$ cat src/hw/rtl/sobel_round.sv
// ============================================================================
// Sobel rounding stage
// Rounds the floor root to nearest and holds the result word for the output.
// ============================================================================
module sobel_round (
    input  logic       aclk,
    input  logic       aresetn,
    input  logic       in_valid,
    output logic       in_ready,
    input  logic [7:0] in_r,
    input  logic [7:0] in_g,
    input  logic [7:0] in_b,
    input  logic [20:0] in_sr,
    input  logic [20:0] in_sg,
    input  logic [20:0] in_sb,
    input  logic       in_last,
    output logic       m_valid,
    input  logic       m_ready,
    output logic [7:0] m_red_out,
    output logic [7:0] m_green_out,
    output logic [7:0] m_blue_out,
    output logic       m_last_pixel
);
    logic       v_reg;
    logic [7:0] r_reg, g_reg, b_reg;
    logic       l_reg;

    function automatic logic [7:0] rnd(input logic [7:0] f, input logic [20:0] s);
        logic [16:0] th;
        th = 17'(f) * 17'(f) + 17'(f);
        return (s > 21'(th) && f != 8'hFF) ? f + 1'b1 : f;
    endfunction

    assign in_ready = !v_reg || m_ready;
    assign m_valid = v_reg;
    assign m_red_out = r_reg;
    assign m_green_out = g_reg;
    assign m_blue_out = b_reg;
    assign m_last_pixel = l_reg;

    always_ff @(posedge aclk) begin
        if (!aresetn) begin
            v_reg <= 1'b0;
        end else if (in_ready) begin
            v_reg <= in_valid;
        end
        if (in_ready && in_valid) begin
            r_reg <= rnd(in_r, in_sr);
            g_reg <= rnd(in_g, in_sg);
            b_reg <= rnd(in_b, in_sb);
            l_reg <= in_last;
        end
    end
endmodule

$ cat config.mk
export PLATFORM = sky130hd
export DESIGN_NAME = sobel_round
export DESIGN_NICKNAME = d
export VERILOG_FILES = /design/src/hw/rtl/sobel_round.sv
export SDC_FILE = /design/constraint.sdc
export NUM_CORES = 1
export LEC_CHECK = 0
export BUFFER_PORTS_ARGS = -buffer_cell sky130_fd_sc_hd__buf_2
export CAP_MARGIN = 20
export CORE_MARGIN = 8
export CORE_UTILIZATION = 55
export CTS_CLUSTER_DIAMETER = 30
export DETAILED_ROUTE_END_ITERATION = 7
export PLACE_DENSITY = 0.77
export SLEW_MARGIN = 20
export SYNTH_ARGS = -nofsm -noshare
export SYNTH_HDL_FRONTEND = slang
export SYNTH_SLANG_ARGS = --single-unit
$ cat constraint.sdc
create_clock -name aclk -period 8.2 [get_ports aclk]
set_input_delay 0.41 -clock aclk [delete_from_list [all_inputs] [get_ports aclk]]
set_output_delay 0.41 -clock aclk [all_outputs]
set_load 0.02 [all_outputs]
==> flow_metrics.env <==
export IMPL_status="completed"
export IMPL_first_global_vias=6535
export IMPL_cts_tree="yes"
export IMPL_max_slew_worst_pin_slew_ns=0.572
export IMPL_cts_sinks=26
export IMPL_nets=1365
export IMPL_p_total_mw=2.22
export IMPL_setup_viol=0
export IMPL_fin_area_um2=9000
export IMPL_viasPerCell=5.22
export IMPL_arrival_ns=6.38
export IMPL_worst_setup_path_start_kind="primary input"
export IMPL_antenna_cells=0
export IMPL_cap_violations=0
export IMPL_synth_seq_cells=26
export IMPL_synthCells=915
export IMPL_max_freq_mhz=157
export IMPL_ff2ff_setup_slack_ns=6.90
export IMPL_ys_types=56
export IMPL_dominantRegCellSynth="edfxtp_1"
export IMPL_hold_path_class="in -> reg"
export IMPL_power_density_nw_per_um2=246
export IMPL_cp_end_kind="flop"
export IMPL_grt_max_degree=26
export IMPL_gp_congestion=0.885
export IMPL_p_sw_mw=1.13
export IMPL_postRouteAntennaNets=0
export IMPL_vdd_ir_drop_worst_v=0.000203
export IMPL_seqPwrFrac_pct=7.3
export IMPL_wl_per_cell_um=14.0
export IMPL_path_class="in -> reg"
export IMPL_die_x_um=138
export IMPL_p_clk_share_pct=6.3
export IMPL_final_common_cell="inv_1"
export IMPL_cts_made_buffers=3
export IMPL_place_hpwl_mm=15.2
export IMPL_synth_edf_count=25
export IMPL_synthesis_area_um2=8130
export IMPL_p_int_mw=1.08
export IMPL_slew_viol_final=0
export IMPL_insertion_delay_ns=0.25
export IMPL_relSlewSlack_pct=61.9
export IMPL_crit_fanout=13
export IMPL_die_area_um2=18900
export IMPL_hold_viol=0
export IMPL_drt_initial_drc_count=245
export IMPL_ys_seq_area_share_pct=9.48
export IMPL_post_cts_buffers=0
export IMPL_clk_pin_slew_ns=0.06
export IMPL_leakage_nw=4.82
export IMPL_drt_first_pass_iters=4
export IMPL_place_area_um2=8890
export IMPL_dieHeight_um=138
export IMPL_dp_cells=1200
export IMPL_ys_warn_count=0
export IMPL_pin_count=119
export IMPL_antenna_found_initial=0
export IMPL_final_cell_mix="inv_1 (208), ha_1 (153), buf_2 (118), fa_1 (99), nand2_1 (58)"
export IMPL_cp_data_required_time_ns=8.21
export IMPL_synth_nets=1259
export IMPL_fin_setup_tns_ns=0
export IMPL_grtUsageTotal_pct=18.6
export IMPL_fp_row_count=44
export IMPL_min_period_over_period_pct=77.8
export IMPL_p_comb_share_pct=86.5
export IMPL_wl_mm=16.8
export IMPL_instances_no_fill=1204
export IMPL_grt_setup_unrepaired="no"
export IMPL_drive_gt1_share_pct=14.1
export IMPL_initial_core_util_pct=56.2
export IMPL_cts_max_path_buffers=2
export IMPL_whs_ns=0.328
export IMPL_area_growth_pct=10.6
export IMPL_grt_pass1_wl_mm=29.2
export IMPL_drcViolationCount=0
export IMPL_h_tree_depth=1
export IMPL_skew_ns=0.00358
export IMPL_io_buffers=118
export IMPL_cts_root_buf="clkbuf_16"
export IMPL_overflow=0
export IMPL_cts_resized=0
export IMPL_avgSynthCellArea_um2=8.89
export IMPL_switching_share_pct=51.1
export IMPL_ctsHoldBuffers=0
export IMPL_via_count=6284
export IMPL_period_needed_ns=6.38
export IMPL_core_area_um2=14500
export IMPL_synth_async_reset_ratio_pct=0
[routing by layer]
| metal | share of wire [%] | GRT usage, % |
|---|---|---|
| met2 | 50 | 33.6 |
| met3 | 5.3 | 2.44 |
| met1 | 44 | 23.9 |
| met4 | 0.57 | 1.75 |
| met5 | 0 | 0 |
[synthesized netlist by cell type (all sizes together) (2+ instances only)]
library cell	instances	area [um2]
o2111ai	2	35.0
nor3	9	45.0
a31o	5	43.8
and4	6	52.6
nor2b	10	62.6
xnor2	45	394
nand3	17	85.1
a31oi	5	37.5
nor4	2	18.8
edfxtp	25	751
and3	7	43.8
mux2	4	48.8
o31ai	3	22.5
or2	7	46.3
nand2	59	229
a41o	2	20.0
a211oi	5	42.5
nor2	34	128
or4	3	26.3
o21ai	22	110
inv	208	781
and2	43	269
o21a	3	22.5
clkbuf	17	63.8
fa	99	1980
mux2i	5	50.1
ha	153	1910
xor2	21	184
o21bai	2	15.0
o311ai	2	17.5
o211ai	12	95.1
or3	2	12.5
a21oi	41	205
nand4	10	62.6
nand2b	2	12.5
a21o	15	113
[per-stage QoR]
stage	setup slack [ns]	util (%)
floorplan	2.08	-
detailed placement	1.56	61.4
finish	1.82	62.1
CTS	1.81	62.1
global placement	1.73	61.4
global route	1.40	62.1
[sequential cells by signal, indices dropped and copies added, names as in the netlist]
| signal | count |
|---|---|
| m_valid | 1 |
| m_blue_out | 8 |
| m_last_pixel | 1 |
| m_green_out | 8 |
| m_red_out | 8 |
[worst paths after layout]
kind	cells past startpoint	from	to
worst min register to register	2	m_valid	m_valid
worst max-delay path	24	in_r[6]	m_red_out[1]
worst max register to register	2	m_valid	m_green_out[3]
worst min-delay path	1	in_last	m_last_pixel
[kinds of logic after synthesis]
| group | share of synthesized area, % |
|---|---|
| mux | 1.22 |
| flops | 9.48 |
| fa+ha+maj | 47.9 |
| compound gates | 9.98 |
| buf+inv | 10.4 |
| xor+xnor | 7.11 |
| simple gates | 13.9 |
[power by group through the flow]
stage	Combinational, mW	Sequential, mW	Clock, mW
2_1_floorplan	1.51	0.176	0
3_3_place_gp	1.87	0.164	0
3_5_place_dp	1.91	0.164	0
4_1_cts	1.93	0.162	0.142
5_1_grt	2.23	0.162	0.146
6_report	1.92	0.161	0.139
[critical path, cell delays in order]
cell and delay (ns):
buf_2 0.25, and2_1 0.26, inv_1 0.08, fa_1 0.50
inv_1 0.05, fa_1 0.47, fa_1 0.49, inv_1 0.06
fa_1 0.53, inv_1 0.04, ha_1 0.36, nand3_1 0.09
o21bai_1 0.18, and3b_1 0.24, nor3b_1 0.28, nor2_1 0.10
xor2_1 0.16, ha_1 0.29, a211oi_1 0.20, o211ai_1 0.18
a2111oi_2 0.40, a31oi_2 0.25, nand2_1 0.17, mux2_1 0.34
[final cells by class]
type	count	area (um2)
clock inverter	1	30.0
timing repair buffer	118	591
tap	184	230
fill	1286	5480
inverter	208	781
multi-input combinational	664	6520
clock buffer	3	75.1
sequential	26	771
Power figures use the tool's default switching activity.
