[src/hw/rtl/sobel_pkg.sv]
// ============================================================================
// Sobel edge magnitude package
// Shared widths and the word types that pass from the front end to the window stage and on to the back end.
// ============================================================================
package sobel_pkg;
    localparam int MaxWidth   = 1024;
    localparam int MaxHeight  = 4096;
    localparam int ColW       = $clog2(MaxWidth);
    localparam int RowW       = $clog2(MaxHeight) + 1;
    localparam int LwW        = 11;
    localparam int FhW        = 13;
    localparam int CfgDataW   = 13;
    localparam int CfgIdxW    = 1;
    localparam int PixW       = 24;
    localparam int QDepth     = 4;
    localparam int QPtrW      = $clog2(QDepth);

    localparam logic [CfgIdxW-1:0] RegLineWidth   = 1'b0;
    localparam logic [CfgIdxW-1:0] RegFrameHeight = 1'b1;

    typedef struct packed {
        logic [PixW-1:0] pix;
        logic [ColW-1:0] col;
        logic            emit;
    } fe_word_t;

    typedef struct packed {
        logic [PixW-1:0] win0;
        logic [PixW-1:0] win1;
        logic [PixW-1:0] win2;
        logic [PixW-1:0] win3;
        logic [PixW-1:0] win4;
        logic [PixW-1:0] win5;
        logic [PixW-1:0] win6;
        logic [PixW-1:0] win7;
        logic [PixW-1:0] win8;
        logic [8:0]      mask;
        logic            last;
    } win_word_t;
endpackage

[src/hw/rtl/sobel_front.sv]
// ============================================================================
// Sobel front end
// Accepts words, filters them by frame position, and queues the words it uses, drain words as zero pixels.
// ============================================================================
module sobel_front (
    input  logic                     aclk,
    input  logic                     aresetn,
    input  logic                     restart,
    input  logic [sobel_pkg::RowW-1:0] eff_h,
    input  logic [sobel_pkg::ColW:0]   eff_w,
    input  logic                     s_valid,
    output logic                     s_ready,
    input  logic                     s_req_type,
    input  logic [7:0]               s_red_in,
    input  logic [7:0]               s_green_in,
    input  logic [7:0]               s_blue_in,
    output logic                     q_valid,
    input  logic                     q_ready,
    output sobel_pkg::fe_word_t      q_word
);
    import sobel_pkg::*;

    logic [ColW-1:0]  col_reg;
    logic [RowW-1:0]  row_reg;
    fe_word_t         mem_reg [QDepth];
    logic [QPtrW-1:0] wp_reg, rp_reg;
    logic [QPtrW:0]   cnt_reg;
    logic             frame_in, take, use_it, push, pop, frame_end;
    fe_word_t         w;

    assign s_ready  = (cnt_reg != QDepth[QPtrW:0]);
    assign take     = s_valid && s_ready;
    assign frame_in = (row_reg >= eff_h);
    assign use_it   = take && (s_req_type ? frame_in : !frame_in);
    assign push     = use_it;
    assign pop      = q_valid && q_ready;
    assign q_valid  = (cnt_reg != '0);
    assign q_word   = mem_reg[rp_reg];
    // The final result of a frame comes with the first word of the second drain row.
    assign frame_end = use_it && (row_reg == eff_h + 1'b1) && (col_reg == '0);

    always_comb begin
        w.pix  = s_req_type ? '0 : {s_red_in, s_green_in, s_blue_in};
        w.col  = col_reg;
        w.emit = (row_reg >= RowW'(2)) || (row_reg == RowW'(1) && col_reg != '0);
    end

    always_ff @(posedge aclk) begin
        if (push) begin
            mem_reg[wp_reg] <= w;
        end
        if (!aresetn || restart || frame_end) begin
            col_reg <= '0;
            row_reg <= '0;
        end else if (use_it) begin
            if ({1'b0, col_reg} + 1'b1 >= eff_w) begin
                col_reg <= '0;
                row_reg <= row_reg + 1'b1;
            end else begin
                col_reg <= col_reg + 1'b1;
            end
        end
        if (!aresetn || restart) begin
            wp_reg  <= '0;
            rp_reg  <= '0;
            cnt_reg <= '0;
        end else begin
            if (push) wp_reg <= wp_reg + 1'b1;
            if (pop)  rp_reg <= rp_reg + 1'b1;
            cnt_reg <= cnt_reg + {{QPtrW{1'b0}}, push} - {{QPtrW{1'b0}}, pop};
        end
    end

    a_no_overflow: assert property (@(posedge aclk) disable iff (!aresetn)
        cnt_reg == QDepth[QPtrW:0] |-> !push) else $error("queue overflow");
    a_cnt_step: assert property (@(posedge aclk) disable iff (!aresetn || restart)
        (push && !pop) |=> cnt_reg == $past(cnt_reg) + 1'b1) else $error("count");
    a_pop_valid: assert property (@(posedge aclk) disable iff (!aresetn)
        pop |-> cnt_reg != '0) else $error("queue underflow");
endmodule

[config.mk]
export PLATFORM = sky130hd
export DESIGN_NAME = sobel_front
export DESIGN_NICKNAME = d
export VERILOG_FILES = /design/src/hw/rtl/sobel_pkg.sv /design/src/hw/rtl/sobel_front.sv
export SDC_FILE = /design/constraint.sdc
export NUM_CORES = 1
export LEC_CHECK = 0
export CAP_MARGIN = 20
export CORE_MARGIN = 5
export CORE_UTILIZATION = 63
export DETAILED_ROUTE_END_ITERATION = 10
export DONT_BUFFER_PORTS = 1
export PLACE_DENSITY = 0.79
export SLEW_MARGIN = 20
export SYNTH_ARGS = -nofsm -noshare
export SYNTH_HDL_FRONTEND = slang
export SYNTH_SLANG_ARGS = --single-unit
[constraint.sdc]
create_clock -name aclk -period 4.2 [get_ports aclk]
set_input_delay 0.84 -clock aclk [delete_from_list [all_inputs] [get_ports aclk]]
set_output_delay 0.84 -clock aclk [all_outputs]
set_load 0.1 [all_outputs]
==> reports/results.tsv <==
stage	metric	value	unit
global_route	antenna_found_initial	0	
global_route	grt_use_met1	28.70	%
worst_setup_path	startpoint_type	flop	
logic_synthesis	netlist_area	7968	um2
clocking	clk_path_buf_depth	2	
logic_synthesis	yosysSeqAreaShare	60.80	%
sta	holdWs	0.4987	ns
clocking	cts_sinks	172	
worst_setup_path	r2r_start	col_reg[0]$_SDFFE_PP0P_	
drt	drc	0	
clocking	cts_made_buffers	17	
cells_and_area	fill_cells	851	
worst_setup_path	cp.required	4.54	ns
worst_setup_path	r2r-end	row_reg[6]$_SDFFE_PP0P_	
placement	place_hpwl	9665	um
global_route	grt_pass1_wl	24440	um
sta	rsz0062_at_grt	no	
die	fp.dieW	122.5	um
clocking	htreeDepth	4	
drt	drt_iter0_drc	372	
global_route	grt_max_degree	36	
logic_synthesis	synth_edf_count	140	
cells_and_area	areaGrowthSynthToFinish	9.878	%
logic_synthesis	synthCells	562	
sta	fin_crit_sh	88.47	%
worst_setup_path	endpoint	row_reg[6]$_SDFFE_PP0P_	
logic_synthesis	ys_dominant_reg_cell	edfxtp_1	
sta	slew_headroom	36.17	%
drt	antenna_left	0	
cells_and_area	multi_input_area	2870	um2
die	initial_core_util	63.65	%
cells_and_area	diodes	0	
placement	gp_congestion	0.8323	
worst_setup_path	ff2ff_setup_slack	0.48	ns
placement	port_buffers	0	
drt	drt-total-wl	15040	um
worst_setup_path	critPathLaunch	col_reg[0]$_SDFFE_PP0P_	
clocking	hold_buffers	0	
die	row_count	41	
die	io_pins	91	
sta	fin_setup_tns	0	ns
global_route	met2_usage	36.07	%
status	status	finished clean	
cells_and_area	regArea	4847	um2
cells_and_area	drive_above_1_share	15.25	%
clocking	cts_tree	done	
global_route	grt_use_met3	4.654	%
die	core	12520	um2
clocking	path_clk_slew	0.07	ns
sta	tightest_slew	0.9574	ns
clocking	ctsResizeCount	0	
sta	setup_slack	0.4843	ns
logic_synthesis	ys_ff_latch	172	
sta	hold_viol	0	
die	die-height	122.5	um
logic_synthesis	async_reset_ff_share	0	%
die	die_area	15000	um2
global_route	grt_busiest_layer	met2	
clocking	clk_latency	0.41	ns
global_route	grt_pass1_vias	4673	
worst_setup_path	critPathMaxFanout	25	
logic_synthesis	yosys.cell_types.count	51	
power	peakVddDrop	0.0002672	V
drt	wl_per_cell	20.09	um
worst_setup_path	reg2reg_depth	12	
logic_synthesis	ys_warn_count	0	
sta	max_clock_freq	269.1	MHz
sta	setup_viol	0	
drt	vias	4599	
placement	pre_cts_ws	0.5746	ns
sta	final-max-slew-violation-count	0	
cells_and_area	largest_reg_flops	140	
drt	viasPerCell	6.140	
global_route	grt_usage	21.58	%
cells_and_area	fin_nets	655	
power	power_leakage	3.034	nW
sta	period_minus_slack	3.716	ns
worst_setup_path	path_class	flop to flop	
sta	skew	0.009373	ns
global_route	overflow	0	
flow_run	maxCapViolCount	0	
drt	dr.pass1.iters	4	
power	p_per_area	424.6	nW/um2
worst_setup_path	endpoint_kind	flop	
logic_synthesis	syn_avg_cell_area	14.18	um2
clocking	post-cts-setup-buffers	0	
hold_path	min-delay-start	wp_reg[0]$_SDFFE_PP0P_	
worst_setup_path	critical_path_arrival	4.06	ns
logic_synthesis	synthesis.nets	653	
hold_path	hold_class	flop to flop	
clocking	cts-root-buf	clkbuf_16	
[layout by cell type, fill, tap and decap left out, drive strengths merged, types with 8 or more instances in the layout]
| cell type | n |
|---|---|
| mux4 | 35 |
| o21ai | 13 |
| inv | 42 |
| nand2 | 31 |
| nor2b | 28 |
| edfxtp | 140 |
| buf | 9 |
| xnor2 | 15 |
| a21oi | 28 |
| xor2 | 12 |
| and3 | 9 |
| nor2 | 13 |
| ha | 36 |
| and2 | 8 |
| or4 | 9 |
| clkbuf | 17 |
| nand3 | 21 |
| dfxtp | 32 |
[per-stage QoR]
stage | util, % | std cells | instance area, um2 | power, mW
after detailed placement | 65.26 | 717 | 8169 | 2.224
after floorplan | - | 562 | 7968 | 2.189
final | 69.94 | 749 | 8755 | 3.717
after global placement | 65.26 | 717 | 8169 | 2.216
after CTS | 69.94 | 749 | 8755 | 3.751
after global routing | 69.94 | 749 | 8755 | 3.844
[where the power goes]
group          switching [mW]  total [mW]  internal (mW)
sequential            0.00825        1.87           1.86
clock                   0.644        1.53          0.887
combinational           0.250       0.317         0.0674
[routing by layer]
metal,up-vias,wire length (um)
met5,-,0
met4,0,206
met3,14,980
met2,166,7551
met1,2281,6306
li1,2138,-
[cell usage after synthesis (6+ instances only)]
cell      instances  share of area, %
edfxtp_1        140                53
ha_1             36               5.7
inv_1            35               1.6
mux4_2           35               9.9
dfxtp_1          32               8.0
nand2_1          31               1.5
nor2b_1          28               2.2
a21oi_1          25               1.6
nand3_1          20               1.3
clkbuf_1         16              0.75
xnor2_1          15               1.6
nor2_1           13              0.61
o21ai_0          12              0.75
xor2_1           12               1.3
and3_1            9              0.71
or4_1             9              0.85
and2_1            8              0.63
nand4_1           7              0.55
nor3_1            7              0.44
or3_1             7              0.55
a31oi_1           6              0.47
o31ai_1           6              0.57
[cell type report]
type,instances,share of cell area (%)
sequential,172,55.37
multi-input combinational,329,32.79
clock buffer,17,4.859
tap,172,2.458
clock inverter,15,1.829
inverter,35,1.501
timing repair buffer,9,1.201
[worst min path at each step]
stage,to,cells after the start
final,wp_reg[0]$_SDFFE_PP0P_,2
after global routing,wp_reg[1]$_SDFFE_PP0P_,2
after CTS,wp_reg[0]$_SDFFE_PP0P_,2
after detailed placement,wp_reg[0]$_SDFFE_PP0P_,2
after global placement,wp_reg[1]$_SDFFE_PP0P_,2
after floorplan,mem_reg[0][7]$_DFFE_PP_,0
[cell families (layout without fill, tap and decap cells)]
family | after synthesis | in the layout | synth area share [%]
flip-flops | 172 | 172 | 60.80
adder cells (fa/ha/maj) | 37 | 37 | 5.905
XOR/XNOR | 27 | 27 | 2.968
buffers and inverters | 61 | 76 | 3.235
AND/OR/NAND/NOR | 154 | 154 | 10.74
AO/OA/AOI/OAI | 74 | 74 | 6.203
multiplexers | 37 | 37 | 10.14
[worst max-delay path, stage by stage, from the launching register on]
cell      delay (ns)
dfxtp_1         0.48
ha_1            0.28
and3_1          0.24
and3_1          0.19
nand3_1         0.09
xnor2_1         0.25
ha_1            0.27
and3_1          0.18
a221oi_1        0.28
o21a_1          0.40
a211o_1         0.62
o21ai_0         0.20
a21oi_1         0.15
No activity file was read; power rests on OpenSTA's default activity.
