File: src/hw/rtl/sobel_pkg.sv
// ============================================================================
// Sobel edge magnitude package
// Shared widths and the word types that pass from the front end to the window stage and on to the back end.
// ============================================================================
package sobel_pkg;
    localparam int MaxWidth   = 1024;
    localparam int MaxHeight  = 4096;
    localparam int ColW       = $clog2(MaxWidth);
    localparam int RowW       = $clog2(MaxHeight) + 1;
    localparam int LwW        = 11;
    localparam int FhW        = 13;
    localparam int CfgDataW   = 13;
    localparam int CfgIdxW    = 1;
    localparam int PixW       = 24;
    localparam int QDepth     = 4;
    localparam int QPtrW      = $clog2(QDepth);

    localparam logic [CfgIdxW-1:0] RegLineWidth   = 1'b0;
    localparam logic [CfgIdxW-1:0] RegFrameHeight = 1'b1;

    typedef struct packed {
        logic [PixW-1:0] pix;
        logic [ColW-1:0] col;
        logic            emit;
    } fe_word_t;

    typedef struct packed {
        logic [PixW-1:0] win0;
        logic [PixW-1:0] win1;
        logic [PixW-1:0] win2;
        logic [PixW-1:0] win3;
        logic [PixW-1:0] win4;
        logic [PixW-1:0] win5;
        logic [PixW-1:0] win6;
        logic [PixW-1:0] win7;
        logic [PixW-1:0] win8;
        logic [8:0]      mask;
        logic            last;
    } win_word_t;
endpackage

File: src/hw/rtl/sobel_mag.sv
// ============================================================================
// Sobel magnitude back end
// Gradients per channel, then an 8-step pipelined floor square root.
// ============================================================================
module sobel_mag (
    input  logic                 aclk,
    input  logic                 aresetn,
    input  logic                 restart,
    input  logic                 w_valid,
    output logic                 w_ready,
    input  sobel_pkg::win_word_t w_word,
    output logic                 f_valid,
    input  logic                 f_ready,
    output logic [7:0]           f_red,
    output logic [7:0]           f_green,
    output logic [7:0]           f_blue,
    output logic [20:0]          f_sr,
    output logic [20:0]          f_sg,
    output logic [20:0]          f_sb,
    output logic                 f_last
);
    import sobel_pkg::*;

    localparam int NStg = 10;

    logic            v_reg   [NStg];
    logic            l_reg   [NStg];
    logic [20:0]     s_reg   [NStg][3];
    logic [7:0]      r_reg   [NStg][3];
    logic            adv;
    logic [7:0]      px [9][3];
    logic [PixW-1:0] wp [9];

    // Stall the whole pipeline when the output stage is full and f_ready is low.
    assign adv     = !v_reg[NStg-1] || f_ready;
    assign w_ready = adv;
    assign f_valid = v_reg[NStg-1];
    assign f_red   = r_reg[NStg-1][0];
    assign f_green = r_reg[NStg-1][1];
    assign f_blue  = r_reg[NStg-1][2];
    assign f_sr    = s_reg[NStg-1][0];
    assign f_sg    = s_reg[NStg-1][1];
    assign f_sb    = s_reg[NStg-1][2];
    assign f_last  = l_reg[NStg-1];

    always_comb begin
        wp[0] = w_word.win0; wp[1] = w_word.win1; wp[2] = w_word.win2;
        wp[3] = w_word.win3; wp[4] = w_word.win4; wp[5] = w_word.win5;
        wp[6] = w_word.win6; wp[7] = w_word.win7; wp[8] = w_word.win8;
        for (int k = 0; k < 9; k++) begin
            for (int c = 0; c < 3; c++) begin
                px[k][c] = w_word.mask[k] ? wp[k][23-8*c -: 8] : 8'd0;
            end
        end
    end

    logic signed [11:0] gx_reg [3], gy_reg [3];

    always_ff @(posedge aclk) begin
        if (!aresetn || restart) begin
            for (int i = 0; i < NStg; i++) v_reg[i] <= 1'b0;
        end else if (adv) begin
            v_reg[0] <= w_valid;
            for (int i = 1; i < NStg; i++) v_reg[i] <= v_reg[i-1];
        end
    end

    always_ff @(posedge aclk) begin
        logic [7:0]  t;
        logic [16:0] sq;
        logic signed [21:0] gxe, gye;
        if (adv) begin
            l_reg[0] <= w_word.last;
            for (int c = 0; c < 3; c++) begin
                gx_reg[c] <= 12'(signed'({4'd0, px[2][c]})) + 12'(signed'({3'd0, px[5][c], 1'b0}))
                           + 12'(signed'({4'd0, px[8][c]})) - 12'(signed'({4'd0, px[0][c]}))
                           - 12'(signed'({3'd0, px[3][c], 1'b0})) - 12'(signed'({4'd0, px[6][c]}));
                gy_reg[c] <= 12'(signed'({4'd0, px[6][c]})) + 12'(signed'({3'd0, px[7][c], 1'b0}))
                           + 12'(signed'({4'd0, px[8][c]})) - 12'(signed'({4'd0, px[0][c]}))
                           - 12'(signed'({3'd0, px[1][c], 1'b0})) - 12'(signed'({4'd0, px[2][c]}));
            end
            l_reg[1] <= l_reg[0];
            for (int c = 0; c < 3; c++) begin
                gxe = 22'(gx_reg[c]);
                gye = 22'(gy_reg[c]);
                s_reg[1][c] <= 21'(gxe * gxe) + 21'(gye * gye);
                r_reg[1][c] <= '0;
            end
            // One result bit per stage, most significant first.
            for (int i = 2; i < NStg; i++) begin
                l_reg[i] <= l_reg[i-1];
                for (int c = 0; c < 3; c++) begin
                    t  = r_reg[i-1][c] | (8'd1 << (NStg - 1 - i));
                    sq = 17'(t) * 17'(t);
                    s_reg[i][c] <= s_reg[i-1][c];
                    r_reg[i][c] <= (sq <= s_reg[i-1][c]) ? t : r_reg[i-1][c];
                end
            end
        end
    end

    a_last_valid: assert property (@(posedge aclk) disable iff (!aresetn || restart)
        (f_valid && !f_ready) |=> f_valid) else $error("result dropped");
    a_ready: assert property (@(posedge aclk) disable iff (!aresetn)
        !f_valid |-> w_ready) else $error("stalled while empty");
    a_stable: assert property (@(posedge aclk) disable iff (!aresetn || restart)
        (f_valid && !f_ready) |=> $stable(f_red)) else $error("output moved");
endmodule

File: config.mk
export PLATFORM = sky130hd
export DESIGN_NAME = sobel_mag
export DESIGN_NICKNAME = d
export VERILOG_FILES = /design/src/hw/rtl/sobel_pkg.sv /design/src/hw/rtl/sobel_mag.sv
export SDC_FILE = /design/constraint.sdc
export NUM_CORES = 2
export LEC_CHECK = 0
export BUFFER_PORTS_ARGS = -buffer_cell sky130_fd_sc_hd__buf_4
export CAP_MARGIN = 15
export CORE_ASPECT_RATIO = 0.6
export CORE_MARGIN = 5
export CORE_UTILIZATION = 50
export CTS_CLUSTER_SIZE = 16
export DETAILED_ROUTE_END_ITERATION = 16
export PLACE_DENSITY = 0.79
export REMOVE_ABC_BUFFERS = 1
export SYNTH_ARGS = -nofsm -noshare
export SYNTH_HDL_FRONTEND = slang
export SYNTH_SLANG_ARGS = --single-unit
File: constraint.sdc
create_clock -name aclk -period 38.9 [get_ports aclk]
set_input_delay 7.78 -clock aclk [delete_from_list [all_inputs] [get_ports aclk]]
set_output_delay 7.78 -clock aclk [all_outputs]
set_load 0.1 [all_outputs]
==> flow_summary.toml <==
[hold_path]
hp-class = "flip-flop to flip-flop"

[worst_setup_path]
critPathMaxFanout = 66
worstPathCellList = "buf_4 -> nor2b_1 -> inv_8 -> buf_4"
worstPathBufferInverterCount = 3
critPathRequiredTime_ns = 31.12
worst-setup-path-type = "input port to output port"
timing.critical_path.mode_cell = "sky130_fd_sc_hd__buf_4"
critical_path.startpoint_type = "input port"
critical_path_arrival_ns = 8.89
critPathTopFamily = "buffers and inverters"
critPathMaxStageDelay_ns = 0.38
crit_path_end_kind = "output port"
crit_path_top_delay_cell = "sky130_fd_sc_hd__nor2b_1"

[clock_network]
root_buffer = "sky130_fd_sc_hd__clkbuf_16"
cts_made_buffers = 78
ctsLongestPathBuffers = 3
post-cts-setup-buffers = 0
cts.clk_slew.worst_paths_ns = 0.07
clock_insertion_delay_worst_skew_ns = 0.71
gates_resized_cts_repair = 0
clock_tree_from_tritoncts = "built"
clock_sink_count = 767
htreeDepth = 3
cts.hold.buffers_added = 0

[timing]
report.final.setup_viol = 0
finalClockSkew_ns = 0.0523
tightestPinTransition_ns = 1.14
slew_headroom = 0.239
rsz0062_at_grt = "no"
period_needed_ns = 16.67
clock.fmax_mhz = 60.0
slew_viol_final = 0
finalSetupTns_ns = 0
finalHoldViolCount = 0
period_utilisation_layout = 0.428

[floorplan]
row_count = 109
die_w_um = 507
floorplan.die.height_um = 308
top_level_port_count = 321
start_util = 0.503
die_area_um2 = 157000
fp.coreArea_um2 = 147000

[drt]
route.detailed.wl_per_inst_um = 17.7
drt_pass1_iterations = 6
routed_wirelength_um = 158000
detailroute.via_count = 45700
viasPerCell = 5.13
drt.antenna.violating_nets = 0
detail_route.iter0.violations = 3353
route.detailed.drc = 0

[logic_synthesis]
dominant_combinational_cell_family_by_area_after_synthesis = "adder cells"
synthesis.area_per_instance_um2 = 11.3
share_of_the_synthesized_area_in_compound_gates_ao_oa_aoi_oai = 0.0445
synth_async_sr_flop_share = 0
synth_xor_xnor_area_share = 0.0409
synth.mux.area_fraction = 0.000995
synth_cells = 6568
syn-cell-area_um2 = 74200
adder_cell_fraction_of_synth_area = 0.428
synth-simple-area-share = 0.0885
synth-warning-count = 0
ys_seq_area_frac = 0.310
yosys_register_bits = 767
dominantRegCellSynth = "sky130_fd_sc_hd__edfxtp_1"
synth-edff-count = 767
yosysUniqueCellTypes = 60

[grt]
grt_overflow = 0
grt_pass1_wl_um = 263000
grt_start_max_net_pins = 169
gr-usage-all-layers = 0.210
antenna_found_initial = 3
grt_pass1_vias = 50200

[placement]
finalWeightedCongestion = 0.935
place.detailed.hpwl_um = 131000
place.port_buffers = 295

[job]
maxCapViolCount = 0

[final_layout]
synthToLayoutAreaGrowth_pct = 9.64
final_layout_size_suffix_gt1_frac = 0.0683
nFillCells = 12100
layout.nets = 8977
largest_reg_flops = 567
mostFrequentLayoutCell = "sky130_fd_sc_hd__inv_1"
post-route-util = 0.552
mostFrequentLayoutCells = "sky130_fd_sc_hd__inv_1, sky130_fd_sc_hd__fa_1, sky130_fd_sc_hd__ha_1, sky130_fd_sc_hd__edfxtp_1, sky130_fd_sc_hd__nand2_1"

[run_status]
outcome = "finished clean"
## logic make-up after synthesis
logic type                 Yosys count
muxes                                7
DFF                                767
adders and majority gates         1897
and+or+nand+nor                   1311
xor gates and xnor gates           347
buffers and inverters             1724
AOI/OAI and AO/OA                  515
## area by class of cell
class	count	area, um^2	share of cell area
antenna	2	5.00	0.0000615
clock buffer	87	2010	0.0247
clock inverter	56	729	0.00896
inverter	1621	6090	0.0749
multi-input combinational	4077	44700	0.550
sequential	767	23000	0.283
tap	1998	2500	0.0307
timing repair buffer	304	2290	0.0282
## through the flow
step           area, um^2  worst slack [ns]  hold slack (ns)  instances
4_1_cts             81400             22.18            0.393       8910
3_5_place_dp        78600             22.19            0.405       8767
5_1_grt             81400             22.11            0.403       8911
2_1_floorplan       73800              8.09            0.400       6465
6_report            81400             22.23            0.400       8912
3_3_place_gp        78600             22.21            0.403       8767
## metal layers
layer,global-route usage,up-vias,share of wire
li1,-,21300,-
met1,0.303,22700,0.45
met2,0.319,1503,0.43
met3,0.0657,208,0.098
met4,0.0375,2,0.017
met5,0,-,0.000082
## worst paths after layout
kind	startpoint	endpoint	slack, ns	depth (start not counted)
setup reg to reg	gy_reg[0][7]	s_reg[1][62]	31.49	21
hold reg to reg	s_reg[1][1]	s_reg[2][1]	0.40	0
setup / recovery	f_ready	w_ready	22.23	4
hold / removal	s_reg[1][1]	s_reg[2][1]	0.40	0
## cell usage after synthesis (all sizes together) (7+ instances only)
cell	count	area [um^2]
a2111oi	11	96.3
a211oi	13	97.6
a21boi	11	82.6
a21o	81	608
a21oi	154	774
a31o	14	123
a31oi	11	68.8
and2	291	1820
and3	8	50.1
clkbuf	103	387
edfxtp	767	23000
fa	1066	21300
ha	831	10400
inv	1621	6080
nand2	466	1750
nand2b	47	294
nand3	19	95.1
nand4	28	175
nand4b	14	123
nor2	202	758
nor2b	80	503
nor3	38	190
nor4	46	288
nor4b	7	61.3
o211ai	15	113
o21a	42	323
o21ai	110	551
o21bai	15	113
or2	19	119
or3	9	56.3
or4	25	188
xnor2	278	2430
xor2	69	604
Power is left out: the tool's default activity adds up to more than one toggle a clock period on the data nets, which glitch-free logic cannot reach.
